File: config.mk
export PLATFORM = sky130hd
export DESIGN_NAME = srs_mac
export DESIGN_NICKNAME = d
export VERILOG_FILES = /design/src/sv/srs_pkg.sv /design/src/sv/srs_mac.sv
export VERILOG_INCLUDE_DIRS = /design/src /design/src/sv
export SDC_FILE = /design/constraint.sdc
export NUM_CORES = 1
export LEC_CHECK = 0
export BUFFER_PORTS_ARGS = -buffer_cell sky130_fd_sc_hd__buf_2
export CORE_AREA = 2 2 183 185
export DETAILED_ROUTE_END_ITERATION = 8
export DIE_AREA = 0 0 185 187
export PLACE_DENSITY = 0.65
export SETUP_SLACK_MARGIN = 0.15
export SLEW_MARGIN = 20
export SYNTH_ARGS = -nofsm -noshare
export SYNTH_HDL_FRONTEND = slang
export SYNTH_SLANG_ARGS = --single-unit
File: constraint.sdc
create_clock -name clk -period 3.95 [get_ports clk]
set_clock_uncertainty 0.2 [all_clocks]
set_input_delay 1.185 -clock clk [delete_from_list [all_inputs] [get_ports clk]]
set_output_delay 1.185 -clock clk [all_outputs]
set_load 0.05 [all_outputs]
File: src/sv/assert_macros.svh
// Assertion macros shared by the RTL files
`ifndef ASSERT_MACROS_SVH
`define ASSERT_MACROS_SVH
`ifndef SYNTHESIS
`define ASSERT_IMPL(label, clk, rst_n, prop) \
	label: assert property (@(posedge clk) disable iff (!rst_n) prop) else $error("assertion failed");
`define ASSERT_NEVER(label, clk, rst_n, cond) \
	label: assert property (@(posedge clk) disable iff (!rst_n) !(cond)) else $error("forbidden condition");
`else
`define ASSERT_IMPL(label, clk, rst_n, prop)
`define ASSERT_NEVER(label, clk, rst_n, cond)
`endif
`endif

File: src/sv/srs_pkg.sv
// ----------------------------------------------------------------------------
// srs_pkg
// Constants, reaction tables and command codes of the reaction step block.
// ----------------------------------------------------------------------------
package srs_pkg;
	localparam int NUM_SPECIES   = 20;
	localparam int NUM_REACTIONS = 18;
	localparam int COUNT_BITS    = 16;
	localparam int FRACTION_BITS = 16;
	localparam int CMD_W   = 2;
	localparam int IDX_W   = 5;
	localparam int VAL_W   = 16;
	localparam int FRAC_W  = 16;
	localparam int RXN_W   = 5;
	localparam int TOTAL_W = 37;

	localparam logic [CMD_W-1:0] CMD_LOAD = 2'd0;
	localparam logic [CMD_W-1:0] CMD_STEP = 2'd1;
	localparam logic [CMD_W-1:0] CMD_READ = 2'd2;

	typedef struct packed {
		logic [CMD_W-1:0]  cmd;
		logic [IDX_W-1:0]  species_index;
		logic [VAL_W-1:0]  count_value;
		logic [FRAC_W-1:0] random_fraction;
	} req_t;

	typedef struct packed {
		logic [VAL_W-1:0]   count_readback;
		logic [RXN_W-1:0]   reaction_index;
		logic               no_reaction;
		logic [TOTAL_W-1:0] total_propensity;
	} rsp_t;

	function automatic logic [IDX_W-1:0] first_reactant(input logic [RXN_W-1:0] k);
		logic [IDX_W-1:0] r;
		case (k)
			5'd0: r = 5'd0;   5'd1: r = 5'd0;   5'd2: r = 5'd2;   5'd3: r = 5'd4;
			5'd4: r = 5'd3;   5'd5: r = 5'd3;   5'd6: r = 5'd1;   5'd7: r = 5'd5;
			5'd8: r = 5'd5;   5'd9: r = 5'd12;  5'd10: r = 5'd7;  5'd11: r = 5'd13;
			5'd12: r = 5'd8;  5'd13: r = 5'd10; 5'd14: r = 5'd2;  5'd15: r = 5'd0;
			5'd16: r = 5'd15; 5'd17: r = 5'd11;
			default: r = 5'd0;
		endcase
		return r;
	endfunction

	function automatic logic [IDX_W-1:0] second_reactant(input logic [RXN_W-1:0] k);
		logic [IDX_W-1:0] r;
		case (k)
			5'd0: r = 5'd1;   5'd1: r = 5'd2;   5'd2: r = 5'd3;   5'd3: r = 5'd5;
			5'd4: r = 5'd6;   5'd5: r = 5'd6;   5'd6: r = 5'd5;   5'd7: r = 5'd6;
			5'd8: r = 5'd8;   5'd9: r = 5'd13;  5'd10: r = 5'd8;  5'd11: r = 5'd9;
			5'd12: r = 5'd9;  5'd13: r = 5'd9;  5'd14: r = 5'd12; 5'd15: r = 5'd15;
			5'd16: r = 5'd14; 5'd17: r = 5'd14;
			default: r = 5'd0;
		endcase
		return r;
	endfunction

	function automatic logic [IDX_W-1:0] product_species(input logic [RXN_W-1:0] k);
		logic [IDX_W-1:0] r;
		case (k)
			5'd0: r = 5'd2;   5'd1: r = 5'd3;   5'd2: r = 5'd4;   5'd3: r = 5'd6;
			5'd4: r = 5'd7;   5'd5: r = 5'd10;  5'd6: r = 5'd12;  5'd7: r = 5'd9;
			5'd8: r = 5'd13;  5'd9: r = 5'd15;  5'd10: r = 5'd9;  5'd11: r = 5'd14;
			5'd12: r = 5'd11; 5'd13: r = 5'd19; 5'd14: r = 5'd18; 5'd15: r = 5'd16;
			5'd16: r = 5'd17; 5'd17: r = 5'd18;
			default: r = 5'd0;
		endcase
		return r;
	endfunction
endpackage

File: src/sv/srs_mac.sv
// ----------------------------------------------------------------------------
// srs_mac
// Shared multiply-accumulate unit: one propensity product per request,
// registered, then added to a running sum.
// ----------------------------------------------------------------------------
`include "assert_macros.svh"
module srs_mac #(
	parameter int CountBits = srs_pkg::COUNT_BITS,
	parameter int SumBits   = 2*srs_pkg::COUNT_BITS + 5
) (
	input  logic                   clk,
	input  logic                   arst_n,
	input  logic                   clear,
	input  logic                   mul_en,
	input  logic                   acc_en,
	input  logic [CountBits-1:0]   a,
	input  logic [CountBits-1:0]   b,
	output logic [SumBits-1:0]     sum
);
	logic [2*CountBits-1:0] prod_q;
	logic [SumBits-1:0]     sum_q;

	always_ff @(posedge clk) begin
		if (mul_en) begin
			prod_q <= a * b;
		end
	end

	always_ff @(posedge clk or negedge arst_n) begin
		if (!arst_n) begin
			sum_q <= '0;
		end else if (clear) begin
			sum_q <= '0;
		end else if (acc_en) begin
			sum_q <= sum_q + SumBits'(prod_q);
		end
	end

	assign sum = sum_q;

	`ASSERT_NEVER(a_clear_acc, clk, arst_n, clear && acc_en)
	`ASSERT_IMPL(a_clear_zero, clk, arst_n, clear |=> (sum_q == '0))
endmodule

==> impl_metrics.ini, run 1 <==
[drt]
wl_per_cell_um = 15.7
vias = 10500
postRouteAntennaNets = 0
drt-total-wl_mm = 32.8
met2_wirelength_mm = 16.0
wl_met3_mm = 1.33
viasPerCell = 5.00
top_layer = met4
drt_iter0_drc = 610
drcViolationCount = 0
dr.pass1.iters = 5
met1Wirelength_mm = 15.0

[layout]
nNetsFinal = 2009
regArea_sq_mm = 0.00189
area_delta_synth_final_pct = 28.3
multi_input_comb_area_sq_mm = 0.0106
layout_commonest_cell = inv_1
layout.cells.non_filler = 2094
antenna_cells = 0
nFillCells = 3020
layout_common_cells = 225 x inv_1, 184 x fa_1, 168 x nand2_1
drive_gt1_frac = 0.270

[clocking]
htreeDepth = 3
cts_buffer_depth = 2
cts_sinks = 69
clk_pin_slew_worst_paths_ns = 0.05
holdBufCountCts = 0
cts_tree = built
cts_buffers = 9
cts-root-buf = clkbuf_16
clk-insertion-delay-late_ns = 0.33

[sta]
hold_viol_final = 0
setup_viol = 28
tightest_slew_ns = 0.886
max_slew_margin = 0.409
hold_slack_ns = 0.326
worst_slack_ns = -2.49
rsz0062_at_grt = true
fmax_mhz = 155
finalCritPeriodShare = 1.63
period_minus_slack_ns = 6.44
finalMaxSlewViolations = 0

[synth]
ys_seq_area_frac = 0.146
yosysWarnings = 0
postSynthAreaPerCell_sq_um = 9.12
ys_seq_elements = 69
syn-instance-count = 1414
synth_nets = 1782
synth_edf_count = 32
async_flop_share = 0.536
synth_ff_type = dfrtp_1
syn-cell-area_sq_mm = 0.0129
yosys.cell_types.count = 74

[setup_path]
slowest_delay_ns = 0.58
cp_data_arrival_time_ns = 6.32
slowest_stage = fa_1
worst-path-buf-inv = 8
crit_type = input pin to register
path_delay_family = adder cells
end_kind = register
crit_path_frequent_cell = fa_1
path_cells = buf_8, buf_6, and2_4, fa_1, inv_1, fa_1, inv_2, fa_1, fa_1, fa_1, inv_1, fa_1, inv_2, ha_4, buf_6, o21a_1, o21ai_2, nand3_4, o211ai_1, nand2_1, buf_4, o221ai_2, xnor2_1
cp_data_required_time_ns = 3.83
start_kind = input pin
crit_fanout = 4

[die]
design.portCount = 74
fp-row-count = 67
start_util = 0.392
dieArea_sq_mm = 0.0346
die_h_um = 187
core_sq_mm = 0.0329
fp.dieW_um = 185

[placed_design]
place_congestion = 0.866
port_buffers = 73
dp_hpwl_mm = 26.8
placed_cells = 2040

[status]
failed_checks = setup timing
outcome = finished with violations

[grt]
grt_pass1_vias = 10800
grt-ovfl-total = 0
grt_pass1_wl_mm = 53.9
grt_max_degree = 38
grt.total_usage = 0.191
antenna_found_initial = 0

[job]
maxCapViolCount = 0

[hold_path]
hp-class = register to register
==> routing by layer <==
layer	vias to the layer above	GRT usage
met5	-	0
li1	5012	-
met1	5189	0.269
met3	27	0.0179
met2	244	0.324
met4	0	0.0345
==> layout make-up <==
class | instances | share of cell area
timing repair buffer | 269 | 0.137
inverter | 245 | 0.0556
sequential | 69 | 0.114
clock buffer | 14 | 0.0160
multi-input combinational | 1047 | 0.641
tap | 448 | 0.0339
clock inverter | 2 | 0.00212
==> worst paths after layout <==
check	start	slack [ns]	to	cells past startpoint
min in group asynchronous	arst_n	0.77	sum[30]$_DFFE_PN0P_	1
min reg2reg	sum[29]$_DFFE_PN0P_	0.33	sum[29]$_DFFE_PN0P_	1
min	sum[29]$_DFFE_PN0P_	0.33	sum[29]$_DFFE_PN0P_	1
max in group asynchronous	arst_n	2.21	sum[13]$_DFFE_PN0P_	1
max	a[12]	-2.49	prod_q[30]$_DFFE_PP_	23
max reg2reg	sum[0]$_DFFE_PN0P_	0.77	sum[30]$_DFFE_PN0P_	10
==> kinds of logic after synthesis <==
kind of cell             count (synthesis)  share of synthesized area
AND/OR/NAND/NOR                        450                      0.172
adder cells (fa/ha/maj)                331                      0.435
buffers and inverters                  298                     0.0918
AO/OA/AOI/OAI                          202                      0.110
flip-flops                              69                      0.146
XOR/XNOR                                45                     0.0306
multiplexers                            19                     0.0147
==> per-stage QoR <==
stage	util	TNS (ns)	setup slack (ns)	cell area (sq um)
CTS	0.489	-54.40	-2.54	16100
detailed placement	0.459	-65.57	-2.95	15100
global placement	0.459	-63.71	-2.87	15100
finish	0.504	-54.31	-2.49	16500
floorplan	-	-52.28	-2.57	13400
global route	0.504	-59.04	-2.71	16500
==> worst reg2reg max path: stages, from the launching register on <==
cell	delay, ns
dfrtp_1	0.39
ha_1	0.24
fa_1	0.42
a21oi_1	0.21
o21ai_1	0.11
a21o_2	0.26
o2bb2ai_1	0.20
a31oi_1	0.34
a21oi_1	0.14
or3_1	0.32
a32o_1	0.24
==> cells in the mapped netlist (all sizes together) (3+ instances only) <==
master | number | share of area
and2 | 130 | 0.063
o211a | 3 | 0.0023
o2111ai | 5 | 0.0039
or2 | 3 | 0.0015
and3 | 6 | 0.0033
or3 | 6 | 0.0029
nor2 | 58 | 0.017
a21oi | 58 | 0.023
nand4 | 9 | 0.0049
a41oi | 4 | 0.0039
nand3b | 6 | 0.0035
a21boi | 3 | 0.0017
a32oi | 4 | 0.0027
xor2 | 11 | 0.0075
nand2 | 179 | 0.052
xnor2 | 34 | 0.023
o21bai | 13 | 0.0076
dfrtp | 37 | 0.072
ha | 136 | 0.13
fa | 195 | 0.30
a211oi | 8 | 0.0054
o221ai | 3 | 0.0020
o311ai | 4 | 0.0027
nor2b | 7 | 0.0034
nor3b | 3 | 0.0021
o211ai | 4 | 0.0027
a21o | 30 | 0.018
nor3 | 13 | 0.0050
a31oi | 4 | 0.0019
a22o | 6 | 0.0041
nand3 | 23 | 0.0089
inv | 245 | 0.071
o21ai | 30 | 0.012
edfxtp | 32 | 0.075
mux2i | 19 | 0.015
o21a | 5 | 0.0029
clkbuf | 40 | 0.012
a211o | 3 | 0.0020
buf | 13 | 0.0081
==> sequential cells by signal, indices dropped and copies added (netlist names) <==
signal	count
sum	37
prod_q	32
==> repair_timing <==
action	4_1_cts	5_1_grt
endpoints found under the hold margin	0	0
pin swaps	83	84
buffers inserted	23	13
endpoints found under the setup margin	28	28
cloned	1	1
resized for setup	128	86
Power of run 1 is not shown: default switching activity piles up to over one toggle a cycle in this logic, so the estimate is an artifact.
==> inputs of run 2 (changes only) <==
--- a/config.mk
+++ b/config.mk
@@ -8,7 +8,8 @@
 export LEC_CHECK = 0
+export ABC_AREA = 1
 export BUFFER_PORTS_ARGS = -buffer_cell sky130_fd_sc_hd__buf_2
-export CORE_AREA = 2 2 183 185
+export CORE_AREA = 2 2 190 192
 export DETAILED_ROUTE_END_ITERATION = 8
-export DIE_AREA = 0 0 185 187
-export PLACE_DENSITY = 0.65
+export DIE_AREA = 0 0 192 194
+export PLACE_DENSITY = 0.64
 export SETUP_SLACK_MARGIN = 0.15
==> constraint.sdc (replaced) <==
create_clock -name clk -period 3.95 [get_ports clk]
set_clock_uncertainty 0.2 [all_clocks]
set_input_delay 0.5925 -clock clk [delete_from_list [all_inputs] [get_ports clk]]
set_output_delay 0.5925 -clock clk [all_outputs]
set_load 0.05 [all_outputs]
==> run 2 against run 1 <==
  * The flow still finishes with violations (setup timing)
  * Synthesized cell count up 35%
  * Sequential share of layout area fell by 0.75 points
  * Via count increased by 16%
  * Fmax grew 21%
  * Critical path depth down 2
  * Critical path type unchanged
  * Flip-flop and latch count unchanged
  * Final cell count increased by 22%
  * Core utilization decreased by 0.056 points
  * Non-clock buffer count shrank 25
  * First-iteration DRC count is 3.6% lower
  * Worst setup slack better by 1.1 ns
  * Wire length grew 15%
==> impl_metrics.ini, run 2 <==
[status]
outcome = finished with violations
failed_checks = setup timing

[clocking]
cts_buffer_depth = 2
cts-root-buf = clkbuf_16
clk_pin_slew_worst_paths_ns = 0.05
holdBufCountCts = 0
cts_buffers = 9
cts_sinks = 69
htreeDepth = 3
cts_tree = built
clk-insertion-delay-late_ns = 0.33

[setup_path]
ff2ff_path_depth = 11
cp-startpoint = b[10]
path_cells = buf_12, nand2_4, inv_2, fa_1, inv_2, fa_1, inv_1, fa_1, fa_1, fa_1, inv_1, fa_1, inv_2, ha_4, a21o_1, nand2_1, nand2_2, a21oi_4, nand3_4, buf_6, xor2_1
slowest_delay_ns = 0.55
r2r_start = sum[0]$_DFFE_PN0P_
r2r_end = sum[16]$_DFFE_PN0P_
r2r_slack_ns = 1.42
path_delay_family = adder cells
crit_type = input pin to register
crit_fanout = 8
start_kind = input pin
cp_data_required_time_ns = 3.83
crit_path_end = prod_q[22]$_DFFE_PP_
crit_path_frequent_cell = fa_1
worstSetupPathDepth = 21
slowest_stage = fa_1
cp_data_arrival_time_ns = 5.19
end_kind = register
worst-path-buf-inv = 7

[drt]
drcViolationCount = 0
drt-total-wl_mm = 37.7
dr.pass1.iters = 6
postRouteAntennaNets = 0
wl_per_cell_um = 14.8
drt_iter0_drc = 588
viasPerCell = 4.77
vias = 12200

[die]
design.portCount = 74
core_sq_mm = 0.0352
die_h_um = 194
start_util = 0.393
dieArea_sq_mm = 0.0372
fp-row-count = 69
fp.dieW_um = 192

[placed_design]
place_congestion = 0.922
port_buffers = 73
placed_cell_area_sq_mm = 0.0159
dp_slack_ns = -1.94
dp_hpwl_mm = 31.1

[sta]
tightest_slew_ns = 0.905
finalCritPeriodShare = 1.34
hold_viol_final = 0
max_slew_margin = 0.396
fin_tns_setup_ns = -28.96
setup_viol = 26
period_minus_slack_ns = 5.31
fmax_mhz = 188
finalMaxSlewViolations = 0
worst_slack_ns = -1.36
rsz0062_at_grt = true

[synth]
synth_area_leaders = fa_1 28%, nand2_1 16%, inv_1 12%
syn-cell-area_sq_mm = 0.0139
yosys.cell_types.count = 44
postSynthAreaPerCell_sq_um = 7.28
ys_top_cells_by_count = 596 x nand2_1, 461 x inv_1, 195 x fa_1, 136 x ha_1, 86 x nor2_1
synth_ff_type = dfrtp_1
ys_seq_elements = 69
synth_edf_count = 32
synth_top_area_share = 0.282
ys_seq_area_frac = 0.136
yosysWarnings = 0
synth_nets = 2270
async_flop_share = 0.536
synth_top_area_cell = fa_1
syn-instance-count = 1902
yosys.cell_count.top_type = nand2_1

[grt]
grt.total_usage = 0.208
grt.busiest_layer = met2
grt_use_met1 = 0.276
grt-ovfl-total = 0
grt_pass1_vias = 12700
antenna_found_initial = 0
grt_util_met2 = 0.363
grt_pass1_wl_mm = 62.2
grt_max_degree = 38
grtUsageMet3 = 0.0221

[layout]
largest_reg_flops = 37
area_delta_synth_final_pct = 27.9
layout_common_cells = 540 x nand2_1, 409 x inv_1, 183 x fa_1
antenna_cells = 0
final_cell_area_sq_mm = 0.0177
nNetsFinal = 2455
layout_commonest_cell = nand2_1
drive_gt1_frac = 0.245

[job]
maxCapViolCount = 0

[hold_path]
hp-class = input pin to asynchronous set/reset pin
-- run 2: changes by cell type in the layout (fill, tap and decap cells not counted), moves of 20 or more --
cell,change
nand2_1,+372
inv_1,+184
and2_1,-105
nand2_2,+45
inv_2,+32
and2_4,-23
a21o_1,-22
buf_4,-20
nor2_1,+20
-- run 2: kinds of logic after synthesis --
family                   synth area share
AND/OR/NAND/NOR                     0.240
buffers and inverters               0.145
adder cells (fa/ha/maj)             0.405
AO/OA/AOI/OAI                      0.0548
flip-flops                          0.136
XOR/XNOR                           0.0190
-- run 2: metal layers --
metal  part of all wire  wire length, um
met5                  0                0
met4              0.022              824
met3              0.042             1590
met2               0.48            18200
met1               0.45            17100
-- run 2: area by class of cell --
class	count	area, sq um
fill	3357	17500
multi-input combinational	1298	10900
clock buffer	14	254
tap	461	577
sequential	69	1890
inverter	465	1760
timing repair buffer	244	2260
clock inverter	2	35.0
-- run 2: per-stage QoR --
step	instances	hold WS [ns]	util
global route	2553	0.268	0.503
CTS	2543	0.219	0.489
global placement	2507	0.298	0.452
finish	2553	0.190	0.503
detailed placement	2507	0.300	0.452
floorplan	1902	0.0969	-
-- run 2: how the worst min path moves through the flow --
stage	from	to	slack (ns)	cells after the start
after floorplan	arst_n	sum[0]$_DFFE_PN0P_	0.1	0
after global placement	sum[22]$_DFFE_PN0P_	sum[22]$_DFFE_PN0P_	0.30	2
after detailed placement	sum[22]$_DFFE_PN0P_	sum[22]$_DFFE_PN0P_	0.30	2
after CTS	arst_n	sum[4]$_DFFE_PN0P_	0.22	1
after global routing	arst_n	sum[5]$_DFFE_PN0P_	0.27	1
final	arst_n	sum[4]$_DFFE_PN0P_	0.19	1
-- run 2: repair_timing --
item | CTS | global route
gates cloned | 6 | 0
buffers inserted | 14 | 10
setup endpoints to repair | 26 | 27
gates resized for setup | 233 | 101
pin swaps | 78 | 49
Power of run 2 is left out for the same reason.
==> inputs of run 3 (changes only) <==
- CAP_MARGIN: not set -> 20
- CTS_BUF_LIST: not set -> sky130_fd_sc_hd__clkbuf_2 sky130_fd_sc_hd__clkbuf_4 sky130_fd_sc_hd__clkbuf_8
==> run 3 against run 2 <==
  * The flow still finishes with violations (setup timing)
  * Largest cell class unchanged
  * Flip-flop and latch count unchanged
  * Critical endpoint unchanged
  * Via count rose by 0.20%
  * Wire length about the same
  * Final cell count is 0.16% lower
  * Design area shrank 0.95%
==> impl_metrics.ini, run 3 (same netlist as run 2, synthesis figures left out) <==
[setup_path]
crit_path_frequent_cell = fa_1
start_kind = input pin
cp_data_required_time_ns = 3.86
slowest_stage = fa_1
crit_type = input pin to register
slowest_delay_ns = 0.55
ff2ff_path_depth = 11
crit_fanout = 8
cp_data_arrival_time_ns = 5.20
r2r_end = sum[16]$_DFFE_PN0P_
path_delay_family = adder cells
r2r_start = sum[0]$_DFFE_PN0P_
end_kind = register
r2r_slack_ns = 1.42
path_cells = buf_12, nand2_4, inv_2, fa_1, inv_2, fa_1, inv_1, fa_1, fa_1, fa_1, inv_1, fa_1, inv_2, ha_4, a21o_1, nand2_1, nand2_2, a21oi_4, nand3_4, buf_6, xor2_1
worst-path-buf-inv = 7

[layout]
multi_input_comb_area_sq_mm = 0.0109
drive_gt1_frac = 0.246
regArea_sq_mm = 0.00189
final_cell_area_sq_mm = 0.0175
layout.cells.non_filler = 2549
antenna_cells = 0
area_delta_synth_final_pct = 26.7
layout_commonest_cell = nand2_1
layout_common_cells = 538 x nand2_1, 410 x inv_1, 184 x fa_1
nFillCells = 3388
largest_reg_flops = 37
nNetsFinal = 2451

[clocking]
clk_pin_slew_worst_paths_ns = 0.07
cts_buffer_depth = 2
holdBufCountCts = 0
cts_sinks = 69
clk-insertion-delay-late_ns = 0.35
cts_buffers = 9
cts-root-buf = clkbuf_8
htreeDepth = 3
cts_tree = built

[sta]
fmax_mhz = 189
hold_slack_ns = 0.160
finalCritPeriodShare = 1.34
hold_viol_final = 0
setup_viol = 26
period_minus_slack_ns = 5.29
tightest_slew_ns = 0.897
finalMaxSlewViolations = 0
max_slew_margin = 0.402
rsz0062_at_grt = true
worst_slack_ns = -1.34

[drt]
vias = 12200
drt_iter0_drc = 562
top_layer = met4
wl_met3_mm = 1.67
drcViolationCount = 0
viasPerCell = 4.79
wl_per_cell_um = 14.8
drt-total-wl_mm = 37.7
met2_wirelength_mm = 18.2
dr.pass1.iters = 6
met1Wirelength_mm = 17.0
postRouteAntennaNets = 0

[placed_design]
dp_hpwl_mm = 31.1
placed_cells = 2507
place_congestion = 0.922
port_buffers = 73
placed_cell_area_sq_mm = 0.0159

[die]
core_sq_mm = 0.0352
fp.dieW_um = 192
design.portCount = 74
dieArea_sq_mm = 0.0372
fp-row-count = 69
start_util = 0.393
die_h_um = 194

[grt]
grt_max_degree = 38
grt-ovfl-total = 0
antenna_found_initial = 0
grt_pass1_wl_mm = 62.2
grt.total_usage = 0.208
grt_pass1_vias = 12700

[job]
maxCapViolCount = 0

[status]
failed_checks = setup timing
outcome = finished with violations

[hold_path]
hp-class = input pin to asynchronous set/reset pin
run 3: worst max-delay path by stage:
stage	end	from	cells after the start
2_1_floorplan	prod_q[29]$_DFFE_PP_	a[13]	22
3_3_place_gp	prod_q[29]$_DFFE_PP_	a[9]	21
3_5_place_dp	prod_q[29]$_DFFE_PP_	a[9]	21
4_1_cts	prod_q[26]$_DFFE_PP_	b[7]	23
5_1_grt	prod_q[30]$_DFFE_PP_	b[10]	23
6_report	prod_q[22]$_DFFE_PP_	b[10]	21
run 3: per-layer routing:
| metal | global-route usage | vias to the layer above |
|---|---|---|
| li1 | - | 5983 |
| met1 | 0.277 | 5857 |
| met5 | 0 | - |
| met3 | 0.0197 | 58 |
| met2 | 0.365 | 301 |
| met4 | 0.0475 | 0 |
run 3: what timing repair did:
action / 4_1_cts / 5_1_grt
setup buffers: 10 / 10
setup endpoints to repair: 26 / 27
gates cloned: 6 / 0
pin swaps: 70 / 49
gates resized for setup: 217 / 106
run 3: area by class of cell:
type                    instances  share of cell area
repair buffers                240               0.125
clock inverters                 2             0.00200
inverters                     465               0.100
multi-input cells            1298               0.622
clock buffers                  14             0.00955
well taps                     461              0.0329
flip-flops and latches         69               0.108
run 3: metrics by stage:
stage | utilization | TNS [ns] | worst slack [ns]
final | 0.498 | -28.19 | -1.34
after detailed placement | 0.452 | -42.42 | -1.94
after global routing | 0.498 | -31.76 | -1.53
after CTS | 0.484 | -27.24 | -1.31
after global placement | 0.452 | -40.84 | -1.87
after floorplan | - | -32.07 | -1.53
run 3: worst register-to-register path, delay by kind of cell, from the launching register on:
family	cells	cell delay [ns]
and+or+nand+nor	9	1.04
adders and majority gates	2	0.76
DFF	1	0.42
Power of run 3 is left out for the same reason.
